## config.mk

```make
export PLATFORM = sky130hd
export DESIGN_NAME = line_pixel_stepper_core
export DESIGN_NICKNAME = d
export VERILOG_FILES = /design/src/sv/lps_pkg.sv /design/src/sv/line_pixel_stepper_core.sv
export SDC_FILE = /design/constraint.sdc
export NUM_CORES = 1
export LEC_CHECK = 0
export ABC_AREA = 0
export BUFFER_PORTS_ARGS = -buffer_cell sky130_fd_sc_hd__buf_2
export CAP_MARGIN = 20
export CORE_ASPECT_RATIO = 0.9
export CORE_MARGIN = 2
export CORE_UTILIZATION = 35
export DETAILED_ROUTE_END_ITERATION = 12
export MAX_ROUTING_LAYER = met4
export PLACE_DENSITY = 0.51
export SYNTH_ARGS = -nofsm -noshare
export SYNTH_HDL_FRONTEND = slang
export SYNTH_SLANG_ARGS = --single-unit
export TNS_END_PERCENT = 1
```

## constraint.sdc

```tcl
create_clock -name i_clk -period 10.2 [get_ports i_clk]
set_input_delay 0.51 -clock i_clk [delete_from_list [all_inputs] [get_ports i_clk]]
set_output_delay 0.51 -clock i_clk [all_outputs]
set_load 0.01 [all_outputs]
```

## src/sv/lps_pkg.sv

```systemverilog
// shared types and constants for the line pixel stepper
package lps_pkg;

    // field widths fixed by the interface
    localparam int COORD_BITS    = 12;
    localparam int DELTA_BITS    = COORD_BITS + 1;
    localparam int ERR_BITS      = COORD_BITS + 2;
    localparam int CFG_BITS      = 11;
    localparam int CFG_IDX_BITS  = 2;
    localparam int COLOR_BITS    = 8;
    localparam int ADDR_BITS     = 20;
    localparam int ADDR_FULL_BITS = 2 * CFG_BITS;

    // configuration register indexes
    localparam logic [CFG_IDX_BITS-1:0] CFG_CANVAS_WIDTH  = 2'd0;
    localparam logic [CFG_IDX_BITS-1:0] CFG_CANVAS_HEIGHT = 2'd1;

    // command codes
    typedef enum logic {
        CMD_START = 1'b0,
        CMD_NEXT  = 1'b1
    } t_cmd;

    // one input request
    typedef struct packed {
        t_cmd                          command;
        logic signed [COORD_BITS-1:0]  x_start;
        logic signed [COORD_BITS-1:0]  y_start;
        logic signed [COORD_BITS-1:0]  x_end;
        logic signed [COORD_BITS-1:0]  y_end;
        logic [COLOR_BITS-1:0]         line_color;
    } t_in_item;

    // one result request
    typedef struct packed {
        logic                          valid_res;
        logic signed [COORD_BITS-1:0]  pixel_x;
        logic signed [COORD_BITS-1:0]  pixel_y;
        logic                          on_canvas;
        logic [ADDR_BITS-1:0]          pixel_address;
        logic [COLOR_BITS-1:0]         pixel_color;
        logic                          last;
    } t_out_item;

endpackage

```

## src/sv/line_pixel_stepper_core.sv

```systemverilog
// line pixel stepper top level: bresenham stepping with canvas clip and address
//
// Each request either starts a line (endpoints and grey level are latched, the
// start pixel comes out) or asks for the next pixel of the line in progress;
// every request gives exactly one result, with valid_res low when a next
// request finds no line active. The end point is not drawn unless it equals
// the start point. One request is taken per clock and passes two registers:
// an input register where the line deltas, step directions and initial error
// are formed, then one pass that emits the pixel, forms y*width+x with a
// single 11x11 multiplier and takes one bresenham step into the line state
// and the result register. The input stalls only while both registers are
// full and the result is stalled. Canvas width and height are clamped to
// MAX_WIDTH and MAX_HEIGHT when written; write them only while no request
// is in flight.
module line_pixel_stepper_core #(
    parameter int MAX_WIDTH  = 1024,
    parameter int MAX_HEIGHT = 1024
) (
    input  logic                                 i_clk,
    input  logic                                 i_rst_n,
    // request channel
    input  logic                                 i_in_valid,
    output logic                                 o_in_stall,
    input  lps_pkg::t_in_item                    i_in_item,
    // result channel
    output logic                                 o_out_valid,
    input  logic                                 i_out_stall,
    output lps_pkg::t_out_item                   o_out_item,
    // configuration writes
    input  logic                                 i_cfg_valid,
    output logic                                 o_cfg_ready,
    input  logic [lps_pkg::CFG_IDX_BITS-1:0]     i_cfg_index,
    input  logic [lps_pkg::CFG_BITS-1:0]         i_cfg_data
);
    import lps_pkg::*;

    localparam int LIM_BITS = CFG_BITS + 2;
    localparam logic [LIM_BITS-1:0] MAX_W = LIM_BITS'(MAX_WIDTH);
    localparam logic [LIM_BITS-1:0] MAX_H = LIM_BITS'(MAX_HEIGHT);
    localparam logic [CFG_BITS-1:0] WIDTH_RESET =
        (MAX_WIDTH < 1024) ? CFG_BITS'(MAX_WIDTH) : CFG_BITS'(1024);
    localparam logic [CFG_BITS-1:0] HEIGHT_RESET =
        (MAX_HEIGHT < 1024) ? CFG_BITS'(MAX_HEIGHT) : CFG_BITS'(1024);

    // clamped canvas size
    logic [CFG_BITS-1:0] r_width;
    logic [CFG_BITS-1:0] r_height;

    // input stage
    logic                          r_s1_valid;
    t_cmd                          r_s1_cmd;
    logic signed [COORD_BITS-1:0]  r_s1_x0;
    logic signed [COORD_BITS-1:0]  r_s1_y0;
    logic signed [COORD_BITS-1:0]  r_s1_x1;
    logic signed [COORD_BITS-1:0]  r_s1_y1;
    logic [COLOR_BITS-1:0]         r_s1_color;
    logic [DELTA_BITS-1:0]         r_s1_dx;
    logic [DELTA_BITS-1:0]         r_s1_dy;
    logic                          r_s1_sxn;
    logic                          r_s1_syn;
    logic signed [ERR_BITS-1:0]    r_s1_err;

    // line state
    logic                          r_active;
    logic signed [COORD_BITS-1:0]  r_cx;
    logic signed [COORD_BITS-1:0]  r_cy;
    logic signed [COORD_BITS-1:0]  r_tx;
    logic signed [COORD_BITS-1:0]  r_ty;
    logic [DELTA_BITS-1:0]         r_dx;
    logic [DELTA_BITS-1:0]         r_dy;
    logic                          r_sxn;
    logic                          r_syn;
    logic signed [ERR_BITS-1:0]    r_err;
    logic [COLOR_BITS-1:0]         r_color;

    // result register
    logic                          r_out_valid;
    t_out_item                     r_out_item;

    logic in_accept;
    logic s1_move;

    // handshake
    assign s1_move    = r_s1_valid && (!r_out_valid || !i_out_stall);
    assign o_in_stall = r_s1_valid && !s1_move;
    assign in_accept  = i_in_valid && !o_in_stall;
    assign o_cfg_ready = 1'b1;
    assign o_out_valid = r_out_valid;
    assign o_out_item  = r_out_item;

    // configuration registers, clamped on write
    always_ff @(posedge i_clk) begin
        if (!i_rst_n) begin
            r_width  <= WIDTH_RESET;
            r_height <= HEIGHT_RESET;
        end else if (i_cfg_valid && o_cfg_ready) begin
            unique case (i_cfg_index)
                CFG_CANVAS_WIDTH: begin
                    r_width <= ({2'b00, i_cfg_data} > MAX_W) ?
                               CFG_BITS'(MAX_WIDTH) : i_cfg_data;
                end
                CFG_CANVAS_HEIGHT: begin
                    r_height <= ({2'b00, i_cfg_data} > MAX_H) ?
                                CFG_BITS'(MAX_HEIGHT) : i_cfg_data;
                end
                default: begin
                end
            endcase
        end
    end

    // line setup terms from the incoming endpoints
    logic [DELTA_BITS-1:0] diff_x;
    logic [DELTA_BITS-1:0] diff_y;
    logic [DELTA_BITS-1:0] abs_x;
    logic [DELTA_BITS-1:0] abs_y;
    logic signed [ERR_BITS-1:0] err_init;

    always_comb begin
        diff_x = {i_in_item.x_end[COORD_BITS-1], i_in_item.x_end}
               - {i_in_item.x_start[COORD_BITS-1], i_in_item.x_start};
        diff_y = {i_in_item.y_end[COORD_BITS-1], i_in_item.y_end}
               - {i_in_item.y_start[COORD_BITS-1], i_in_item.y_start};
        abs_x  = diff_x[DELTA_BITS-1] ? (~diff_x + 1'b1) : diff_x;
        abs_y  = diff_y[DELTA_BITS-1] ? (~diff_y + 1'b1) : diff_y;
        if (abs_x > abs_y) begin
            err_init = $signed({1'b0, abs_x >> 1});
        end else begin
            err_init = -$signed({1'b0, abs_y >> 1});
        end
    end

    always_ff @(posedge i_clk) begin
        if (!i_rst_n) begin
            r_s1_valid <= 1'b0;
        end else if (in_accept) begin
            r_s1_valid <= 1'b1;
        end else if (s1_move) begin
            r_s1_valid <= 1'b0;
        end
    end

    always_ff @(posedge i_clk) begin
        if (in_accept) begin
            r_s1_cmd   <= i_in_item.command;
            r_s1_x0    <= i_in_item.x_start;
            r_s1_y0    <= i_in_item.y_start;
            r_s1_x1    <= i_in_item.x_end;
            r_s1_y1    <= i_in_item.y_end;
            r_s1_color <= i_in_item.line_color;
            r_s1_dx    <= abs_x;
            r_s1_dy    <= abs_y;
            r_s1_sxn   <= diff_x[DELTA_BITS-1] || (diff_x == '0);
            r_s1_syn   <= diff_y[DELTA_BITS-1] || (diff_y == '0);
            r_s1_err   <= err_init;
        end
    end

    // pick fresh line terms on a start, else the stored state
    logic                          use_start;
    logic                          emit;
    logic signed [COORD_BITS-1:0]  w_cx;
    logic signed [COORD_BITS-1:0]  w_cy;
    logic signed [COORD_BITS-1:0]  w_tx;
    logic signed [COORD_BITS-1:0]  w_ty;
    logic [DELTA_BITS-1:0]         w_dx;
    logic [DELTA_BITS-1:0]         w_dy;
    logic                          w_sxn;
    logic                          w_syn;
    logic signed [ERR_BITS-1:0]    w_err;
    logic [COLOR_BITS-1:0]         w_color;

    assign use_start = (r_s1_cmd == CMD_START);
    assign emit      = use_start || r_active;

    always_comb begin
        if (use_start) begin
            w_cx    = r_s1_x0;
            w_cy    = r_s1_y0;
            w_tx    = r_s1_x1;
            w_ty    = r_s1_y1;
            w_dx    = r_s1_dx;
            w_dy    = r_s1_dy;
            w_sxn   = r_s1_sxn;
            w_syn   = r_s1_syn;
            w_err   = r_s1_err;
            w_color = r_s1_color;
        end else begin
            w_cx    = r_cx;
            w_cy    = r_cy;
            w_tx    = r_tx;
            w_ty    = r_ty;
            w_dx    = r_dx;
            w_dy    = r_dy;
            w_sxn   = r_sxn;
            w_syn   = r_syn;
            w_err   = r_err;
            w_color = r_color;
        end
    end

    // one bresenham step
    logic signed [ERR_BITS:0]      err_ext;
    logic signed [ERR_BITS:0]      neg_dx;
    logic signed [ERR_BITS:0]      pos_dx;
    logic signed [ERR_BITS:0]      pos_dy;
    logic signed [ERR_BITS:0]      err_sum;
    logic                          step_x;
    logic                          step_y;
    logic signed [COORD_BITS-1:0]  n_cx;
    logic signed [COORD_BITS-1:0]  n_cy;
    logic signed [ERR_BITS-1:0]    n_err;
    logic                          hit;

    always_comb begin
        err_ext = {w_err[ERR_BITS-1], w_err};
        pos_dx  = $signed({2'b00, w_dx});
        pos_dy  = $signed({2'b00, w_dy});
        neg_dx  = -pos_dx;
        step_x  = err_ext > neg_dx;
        step_y  = err_ext < pos_dy;
        err_sum = err_ext - (step_x ? pos_dy : '0) + (step_y ? pos_dx : '0);
        n_err   = err_sum[ERR_BITS-1:0];
        n_cx    = w_cx + (step_x ? (w_sxn ? {COORD_BITS{1'b1}} : COORD_BITS'(1))
                                 : '0);
        n_cy    = w_cy + (step_y ? (w_syn ? {COORD_BITS{1'b1}} : COORD_BITS'(1))
                                 : '0);
        hit     = (n_cx == w_tx) && (n_cy == w_ty);
    end

    // canvas clip and row-major address of the emitted pixel
    logic                      in_canvas;
    logic [ADDR_FULL_BITS-1:0] addr_full;

    always_comb begin
        in_canvas = !w_cx[COORD_BITS-1] && !w_cy[COORD_BITS-1]
                 && (w_cx < COORD_BITS'(r_width))
                 && (w_cy < COORD_BITS'(r_height));
        addr_full = ADDR_FULL_BITS'(w_cy[COORD_BITS-2:0])
                  * ADDR_FULL_BITS'(r_width)
                  + ADDR_FULL_BITS'(w_cx[COORD_BITS-2:0]);
    end

    // result for this request
    t_out_item n_out_item;

    always_comb begin
        n_out_item = '0;
        if (emit) begin
            n_out_item.valid_res     = 1'b1;
            n_out_item.pixel_x       = w_cx;
            n_out_item.pixel_y       = w_cy;
            n_out_item.on_canvas     = in_canvas;
            n_out_item.pixel_address = in_canvas ? addr_full[ADDR_BITS-1:0] : '0;
            n_out_item.pixel_color   = w_color;
            n_out_item.last          = hit;
        end
    end

    // line state update
    always_ff @(posedge i_clk) begin
        if (!i_rst_n) begin
            r_active <= 1'b0;
            r_cx     <= '0;
            r_cy     <= '0;
            r_tx     <= '0;
            r_ty     <= '0;
            r_dx     <= '0;
            r_dy     <= '0;
            r_sxn    <= 1'b0;
            r_syn    <= 1'b0;
            r_err    <= '0;
            r_color  <= '0;
        end else if (s1_move && emit) begin
            r_active <= !hit;
            r_cx     <= n_cx;
            r_cy     <= n_cy;
            r_tx     <= w_tx;
            r_ty     <= w_ty;
            r_dx     <= w_dx;
            r_dy     <= w_dy;
            r_sxn    <= w_sxn;
            r_syn    <= w_syn;
            r_err    <= n_err;
            r_color  <= w_color;
        end
    end

    // result register
    always_ff @(posedge i_clk) begin
        if (!i_rst_n) begin
            r_out_valid <= 1'b0;
        end else if (s1_move) begin
            r_out_valid <= 1'b1;
        end else if (!i_out_stall) begin
            r_out_valid <= 1'b0;
        end
    end

    always_ff @(posedge i_clk) begin
        if (s1_move) begin
            r_out_item <= n_out_item;
        end
    end

endmodule

```

# == Word-level counts from Yosys, hierarchy flattened ==
# Cells that the tools add are included.
# totals
output_inout_bits,58
input_bits,75
register_bits,277
elab_cells,111
# op_classes
n_bitwise,3
n_lt_le_gt_ge,6
n_reduce_logical,26
mux,26
add_sub_neg,11
n_mul,1
n_eq_ne,4
# ops
operator,count
2-to-1 mux 12 bit,9
2-to-1 mux 13 bit,6
2-to-1 mux 55 bit,1
adder 13 x 1 -> 13 bit (second input constant),2
zero test 13 bit,2
inverter 13 bit,2
subtractor 12 x 12 -> 13 bit,2
adder 12 bit,2
equality test 12 bit,2
less-than comparator 12 x 11 -> 1 bit,2
adder 20 x 11 -> 20 bit,1
multiplier 11 x 11 -> 20 bit,1
2-to-1 mux 20 bit,1
greater-than comparator 14 x 15 -> 1 bit,1
negation 13 -> 15 bit,1
adder 14 x 13 -> 14 bit,1
less-than comparator 14 bit,1
2-to-1 mux 14 bit,1
negation 12 -> 14 bit,1
subtractor 14 bit,1
greater-than comparator 13 bit,1
greater-than comparator 11 bit (second input constant),1
2-to-1 mux 11 bit,1
logical AND 1 bit,8
10 further kinds,26

# == Depth between registers and ports, before layout ==
# Gate-level depths: netlist (run 1).
# logic_depth
word_depth,8
depth_mapped,35
depth_no_buf,29

# == Least setup slack after synthesis (run 1) ==
# No wires, ideal clock.
# synth_timing
kind,reg-to-reg
from,reg r_s1_cmd
to,"reg r_out_item, in the netlist o_out_item[28], data pin"
n_path_buf,9
t_arrival_ps,7195
path_stages_with_launch,29
setup_time_ps,255
t_required_ps,9945
synth_period_minus_slack_ps,7450
path_slack_ps,2750
cell_sequence,edfxtp_1 > buf_6 > buf_6 > buf_4 > buf_2 > buf_2 > buf_2 > buf_2 > buf_2 > mux2_2 > clkbuf_1 > and2_1 > fa_1 > fa_1 > inv_1 > fa_1 > inv_1 > fa_1 > fa_1 > ha_1 > or3_1 > o21ai_0 > a21oi_1 > a41o_1 > o41ai_1 > o21a_1 > o21ai_0 > xnor2_1 > and2_1
# synth_via
elab_cells_between_ends,14
classes_between,add/sub: 1; mul: 1; order compare: 2; mux: 2; bitwise: 1; reduce/logical: 7
# synth_rtl
element,line,rtl
from (decl),line_pixel_stepper_core.sv:51,t_cmd r_s1_cmd;
from (signal assigned),line_pixel_stepper_core.sv:145,r_s1_cmd <= i_in_item.command;
2-to-1 mux 12 bit (*),line_pixel_stepper_core.sv:177,if (use_start) begin
net w_cy[1],line_pixel_stepper_core.sv:163,logic signed [COORD_BITS-1:0] w_cy;
branches (longest 3 deep; another with multiplier 11 x 11 -> 20 bit),-,
to (signal assigned),line_pixel_stepper_core.sv:302,r_out_item <= n_out_item;
to (decl),line_pixel_stepper_core.sv:78,t_out_item r_out_item;
# Mark *: on every way through the listed nets, which the timed path passes.
# A chain may end at the register's enable or synchronous reset.

# == Worst setup path in the final report (run 1) ==
# layout_timing
from,reg r_s1_cmd
to,reg r_err[12]
# layout_via
elab_chain_cells,6
elab_cells_between_ends,13
classes_between,add/sub: 3; order compare: 2; mux: 5; bitwise: 1; reduce/logical: 2
# layout_lines
element,line,rtl
2-to-1 mux 13 bit,line_pixel_stepper_core.sv:177,
negation 13 -> 15 bit,line_pixel_stepper_core.sv:219,neg_dx = -pos_dx;
greater-than comparator 14 x 15 -> 1 bit,line_pixel_stepper_core.sv:220,step_x = err_ext > neg_dx;
2-to-1 mux 13 bit,line_pixel_stepper_core.sv:222,err_sum = err_ext - (step_x ? pos_dy : '0) + (step_y ? pos_dx : '0);
subtractor 14 bit,line_pixel_stepper_core.sv:222,
adder 14 x 13 -> 14 bit,line_pixel_stepper_core.sv:222,
to (signal assigned),line_pixel_stepper_core.sv:284,r_err <= n_err;
to (decl),line_pixel_stepper_core.sv:73,logic signed [ERR_BITS-1:0] r_err;
# Parallel ways exist; a longest one is shown, timed or not.

==> results.yml, run 1 <==
status:
  status: "complete, no violations"
clocking:
  cts_buffers: 36
  ctsHoldBuffers: 0
  root_buffer: "clkbuf_16"
  clock_path_buffers: 3
  cts_tree: "built"
  cts_htree_levels: 2
  ctsResizeCount: 0
  clock_sinks: 277
  clkTransAtPathRegs_ns: 0.06
  cts_post_setup_buffers_inserted: 0
  worstSkewPairLatency_ns: 0.56
synth:
  synth_area_sq_um: 20900
  ys.flop_type: "edfxtp_1"
  synth_cells: 2213
  synth-compound-area-share_pct: 12.2
  muxShareOfSynthArea_pct: 5.63
  synth_edf_count: 154
  ys_types: 84
  synth-adder-area-share_pct: 20.1
  yosysSeqAreaShare_pct: 33.9
  avgSynthCellArea_sq_um: 9.44
  yosys.area_share.xor_xnor_pct: 5.85
  synth_nets: 2560
  yosys_warnings: 0
  ys_seq_elements: 277
  synth_top_family_by_area: "adder cells"
  synthSimpleGateAreaFrac_pct: 15.9
  async_flop_share_pct: 0
cells_and_area:
  post_route_cells_drive_above_1_share_pct: 11.8
  fin_cells: 3118
  num-fill-cells: 5774
  fin_util_pct: 40.2
  area_growth_pct: 13.1
  multiInputGateArea_sq_um: 12500
  nets: 2661
  final-seq-area_sq_um: 7090
sta:
  rsz0062_at_grt: "no"
  drv_slew: 0
  worst_pin_slew_ns: 1.07
  setup_violations: 0
  fin_ws_ns: 2.71
  fmax_ghz: 0.134
  skew_ns: 0.0154
  finalSetupTns_ns: 0
  period_share_pct: 73.4
  max-slew-margin-rel_pct: 28.5
  period_minus_slack_ns: 7.49
  hold_viol: 0
detailed_routing:
  drt_wl_total_microns: 60600
  drc_errors: 0
  vias_per_cell: 5.10
  vias: 15898
  first_iter_violations: 1032
  drtPass1Iterations: 5
  postRouteAntennaNets: 0
  wl_per_cell_microns: 19.4
min_path:
  worstHoldPathType: "primary input to flip-flop"
  holdCritStartpoint: "i_in_item[1]"
  min_to: "r_s1_color[1]"
  holdPathStages: 1
floorplan:
  dieArea_sq_um: 61700
  rows: 84
  dieHeight_microns: 236
  io-pin-count: 133
  coreArea_sq_um: 58800
  initial_core_util_pct: 35.6
  dieWidth_microns: 262
grt:
  grt_max_degree: 144
  antenna_found_initial: 2
  grtUsageTotal_pct: 20.4
  grt_pass1_wl_microns: 94100
  overflow: 0
  first_global_vias: 15835
setup_path:
  r2r_cells: 27
  path_class: "flip-flop to flip-flop"
  rr_endpoint: "r_err[12]"
  cp_num_buf_inv: 4
  cpMostUsedCell: "o21ai_0"
  startpoint_type: "flip-flop"
  worstPathArrival_ns: 7.92
  timing.rr.start: "r_s1_cmd"
  critPathRequiredTime_ns: 10.63
  cp_top_family: "compound AO/OA/AOI/OAI gates"
  reg2reg_slack_ns: 2.71
  critPathMaxFanout: 143
  cpMaxStageDelayCell: "buf_12"
  crit_path_end_kind: "flip-flop"
  crit_path_max_incr_delay_ns: 0.55
place:
  place_ws_ns: 2.93
  io_buffer_count: 131
  dpl.hpwl_microns: 46100
  dp.cells: 3049
  place_congestion: 0.889
pwr:
  power_density_nw_per_um2: 191
  leakage_uw: 0.0106
  ir_drop_mv: 0.144
  total_power_uw: 4530
job:
  cap_violations: 0
-- layout by cell type, fill, tap and decap left out, types with 55 or more instances in the layout --
master,n
edfxtp_1,154
nor2_1,96
a21oi_1,57
ha_1,166
dfxtp_1,123
and2_1,62
fa_1,106
buf_2,131
a21boi_0,84
mux2i_1,74
nand2_1,349
xnor2_1,100
o21ai_0,55
inv_1,251
-- metal layers --
layer | track usage (%) | wire length (microns) | up-vias
li1 | - | - | 7708
met1 | 29.7 | 30500 | 7717
met2 | 29.8 | 26000 | 404
met3 | 2.83 | 3000 | 69
met4 | 4.61 | 1120 | 0
met5 | - | 0 | -
-- state kept, by name (all words and copies together) (netlist names), 8 cells and up --
name and count:
r_s1_color 8, r_dy 13, r_s1_dx 13, r_cy 12, r_s1_y0 12, o_out_item 55, r_s1_dy 13, r_color 8
r_dx 13, r_s1_err 14, r_tx 12, r_s1_x1 12, r_cx 12, r_width 11, r_height 11, r_s1_x0 12
r_ty 12, r_err 14, r_s1_y1 12
-- power by group --
| part | internal [uW] | switching, uW | leakage [uW] |
|---|---|---|---|
| combinational | 704 | 1030 | 0.00751 |
| clock | 863 | 529 | 0.000622 |
| sequential | 1320 | 86.4 | 0.00250 |
| total | 2880 | 1640 | 0.0106 |
-- cell type report --
type	instances	share of cell area (%)
clock buffers	50	4.34
repair buffers	153	3.52
well taps	774	4.10
inverters	256	4.06
flip-flops and latches	277	30.0
diodes	2	0.0212
multi-input cells	1590	52.9
clock inverters	16	1.11
-- worst max-delay path by stage --
stage,endpoint,depth (start not counted),slack [ns],from
2_1_floorplan,o_out_item[28],28,2.75,r_s1_cmd
3_3_place_gp,r_err[12],27,3.08,r_s1_cmd
3_5_place_dp,r_err[12],27,2.93,r_s1_cmd
4_1_cts,r_err[12],27,2.86,r_s1_cmd
5_1_grt,r_err[12],27,2.08,r_s1_cmd
6_report,r_err[12],27,2.71,r_s1_cmd
-- kinds of logic after synthesis --
family                   Yosys count
XOR/XNOR                         138
multiplexers                     111
other                              1
AND/OR/NAND/NOR                  710
flip-flops                       277
AO/OA/AOI/OAI                    358
buffers and inverters            346
adder cells (fa/ha/maj)          272
-- metrics by stage --
step	hold slack [ns]	instance area, sq um
global route	0.111	23600
detailed placement	0.458	22300
finish	0.136	23600
global placement	0.451	22300
floorplan	0.440	20900
CTS	0.0978	23600
-- Yosys cell counts (all sizes together) (13+ instances only) --
cell type | instances | area share (%)
xor2 | 37 | 1.6
nand2 | 349 | 6.3
fa | 106 | 10
o211a | 31 | 1.5
edfxtp | 154 | 22
buf | 20 | 0.55
nor2 | 100 | 1.8
and3 | 16 | 0.48
dfxtp | 123 | 12
a21o | 17 | 0.61
xnor2 | 100 | 4.2
clkbuf | 70 | 1.3
o21ai | 62 | 1.5
a21boi | 86 | 3.1
nor3 | 39 | 0.96
and2 | 62 | 1.9
mux2 | 33 | 1.8
inv | 256 | 4.6
ha | 166 | 9.9
nand4 | 13 | 0.39
nor2b | 30 | 0.90
mux2i | 78 | 3.9
a21oi | 58 | 1.4
nand3 | 32 | 0.77
o21a | 18 | 0.65
Note: power is estimated with default switching activity, not from simulation.
==> run 2, diff against run 1 <==
Clock period 10.2 ns to 7.3 ns, I/O delays scaled along.
==> run 2 against run 1 <==
  * First-iteration DRC count is 3.7% lower
  * Routed wire length is 0.67% lower
  * Power is 38% higher
  * Utilization is 0.87 points higher
  * Global-route usage is 0.19 points lower
  * Clock power is 34% higher
  * Cell count is 2.0% higher
  * Register-to-register slack worse by 2.3 ns
  * Critical endpoint is now o_out_item[28]
  * Highest routed layer unchanged
==> results.yml, run 2 (synthesis results as in run 1) <==
sta:
  rsz0062_at_grt: "yes"
  fin_ws_ns: 0.413
  skew_ns: 0.0281
  period_minus_slack_ns: 6.89
  max-slew-margin-rel_pct: 31.6
  fmax_ghz: 0.145
  period_share_pct: 94.3
  hold_viol: 0
  drv_slew: 0
  setup_violations: 0
  worst_pin_slew_ns: 1.03
pwr:
  switching_share_pct: 36.2
  p_switching_uw: 2270
  clkPwrFrac_pct: 29.6
  ir_drop_mv: 0.149
  p_comb_share_pct: 39.1
  power_density_nw_per_um2: 259
  leakage_uw: 0.0109
  cellInternalPower_uw: 4000
  pwr-share-seq_pct: 31.3
  total_power_uw: 6270
cells_and_area:
  num-fill-cells: 5781
  post_route_cells_drive_above_1_share_pct: 12.5
  fin_util_pct: 41.1
  n_antenna_cell: 0
  final_common_cell: "nand2_1"
  largest_register_ffs: 55
  area_growth_pct: 15.6
  mostFrequentLayoutCells: "nand2_1, inv_1, ha_1"
  post-route-cell-area_sq_um: 24100
  nets: 2725
grt:
  top_usage_layer: "met2"
  use_met3_pct: 2.66
  met1_usage_pct: 29.0
  grt_max_degree: 93
  overflow: 0
  use_met2_pct: 29.5
  grtUsageTotal_pct: 20.2
  first_global_vias: 16004
  grt_pass1_wl_microns: 93400
  antenna_found_initial: 2
setup_path:
  path_class: "flip-flop to flip-flop"
  worstPathArrival_ns: 7.18
  critPathMaxFanout: 56
  crit_path_end_kind: "flip-flop"
  critPathRequiredTime_ns: 7.59
  startpoint_type: "flip-flop"
clocking:
  cts_buffers: 36
  root_buffer: "clkbuf_16"
  clkTransAtPathRegs_ns: 0.06
  cts_htree_levels: 2
  clock_path_buffers: 3
  clock_sinks: 277
  cts_tree: "built"
  worstSkewPairLatency_ns: 0.56
floorplan:
  coreArea_sq_um: 58800
  dieWidth_microns: 262
  rows: 84
  initial_core_util_pct: 35.6
  io-pin-count: 133
  dieHeight_microns: 236
  dieArea_sq_um: 61700
place:
  dpl.hpwl_microns: 46100
  dpl_cell_area_sq_um: 22500
  io_buffer_count: 131
  place_ws_ns: 0.223
  place_congestion: 0.904
detailed_routing:
  vias_per_cell: 5.09
  first_iter_violations: 994
  drt_wl_total_microns: 60200
  drtPass1Iterations: 4
  vias: 16178
  drc_errors: 0
  wl_per_cell_microns: 18.9
  postRouteAntennaNets: 0
status:
  status: "complete, no violations"
min_path:
  worstHoldPathType: "primary input to flip-flop"
job:
  cap_violations: 0
==> run 2: cell count changes in the layout (fill, tap and decap cells not counted), moves of 2 or more <==
cell           before  now
dlygate4sd3_1       0   38
clkbuf_16          38   36
clkinv_1            0    2
buf_4              21   47
diode_2             2    0
==> run 2: metal layers <==
metal	vias to the layer above	part of all wire, %
li1	7829	-
met1	7901	50
met4	0	2.6
met3	79	4.7
met5	-	0
met2	369	42
==> run 2: worst max-delay path, cell delays in order (launching register included) <==
cell and delay [ns]:
edfxtp_1 0.68, buf_6 0.51, mux2_2 0.49, nand2_1 0.14
fa_1 0.58, inv_1 0.06, fa_1 0.50, inv_1 0.05
fa_1 0.47, inv_1 0.05, fa_1 0.50, fa_1 0.52
ha_1 0.26, or3_1 0.35, o21ai_0 0.07, a21oi_1 0.08
a41o_1 0.29, o41ai_2 0.33, o21a_1 0.24, o21ai_0 0.13
xnor2_1 0.14, and2_1 0.15
==> run 2: path summary, 6_finish.rpt <==
check,cells after the start,from,endpoint,slack [ns]
setup / recovery,21,r_s1_cmd,o_out_item[28],0.41
hold / removal,1,i_in_item[32],r_s1_y0[0],0.04
setup reg to reg,21,r_s1_cmd,o_out_item[28],0.41
hold reg to reg,2,r_color[5],r_color[5],0.46
==> run 2: timing repair <==
| item | 4_1_cts | 5_1_grt |
|---|---|---|
| resized for setup | 0 | 2 |
| hold endpoints to repair | 38 | 0 |
| setup buffers | 0 | 0 |
| setup endpoints to repair | 0 | 5 |
| hold buffers | 38 | 0 |
==> run 2: power groups by stage <==
stage | clock network (uW) | logic [uW] | registers (uW)
CTS | 1920 | 2460 | 1960
global placement | 0 | 2400 | 1990
finish | 1860 | 2450 | 1960
global route | 1980 | 2750 | 1970
floorplan | 0 | 1790 | 1930
detailed placement | 0 | 2420 | 1990
==> run 2: through the flow <==
step / TNS [ns] / hold slack [ns] / instances
2_1_floorplan: 0 / 0.440 / 2213
3_3_place_gp: 0 / 0.449 / 3075
3_5_place_dp: 0 / 0.456 / 3075
4_1_cts: 0 / 0.00204 / 3178
5_1_grt: -0.253 / 0.0172 / 3179
6_report: 0 / 0.0410 / 3179
==> run 2: cell type report <==
| type | count | area [sq um] | area share, % |
|---|---|---|---|
| clock buffers | 49 | 990 | 4.10 |
| clock inverters | 16 | 231 | 0.959 |
| inverters | 256 | 961 | 3.98 |
| multi-input cells | 1590 | 12500 | 51.8 |
| flip-flops and latches | 277 | 7090 | 29.3 |
| well taps | 774 | 968 | 4.01 |
| repair buffers | 217 | 1400 | 5.80 |
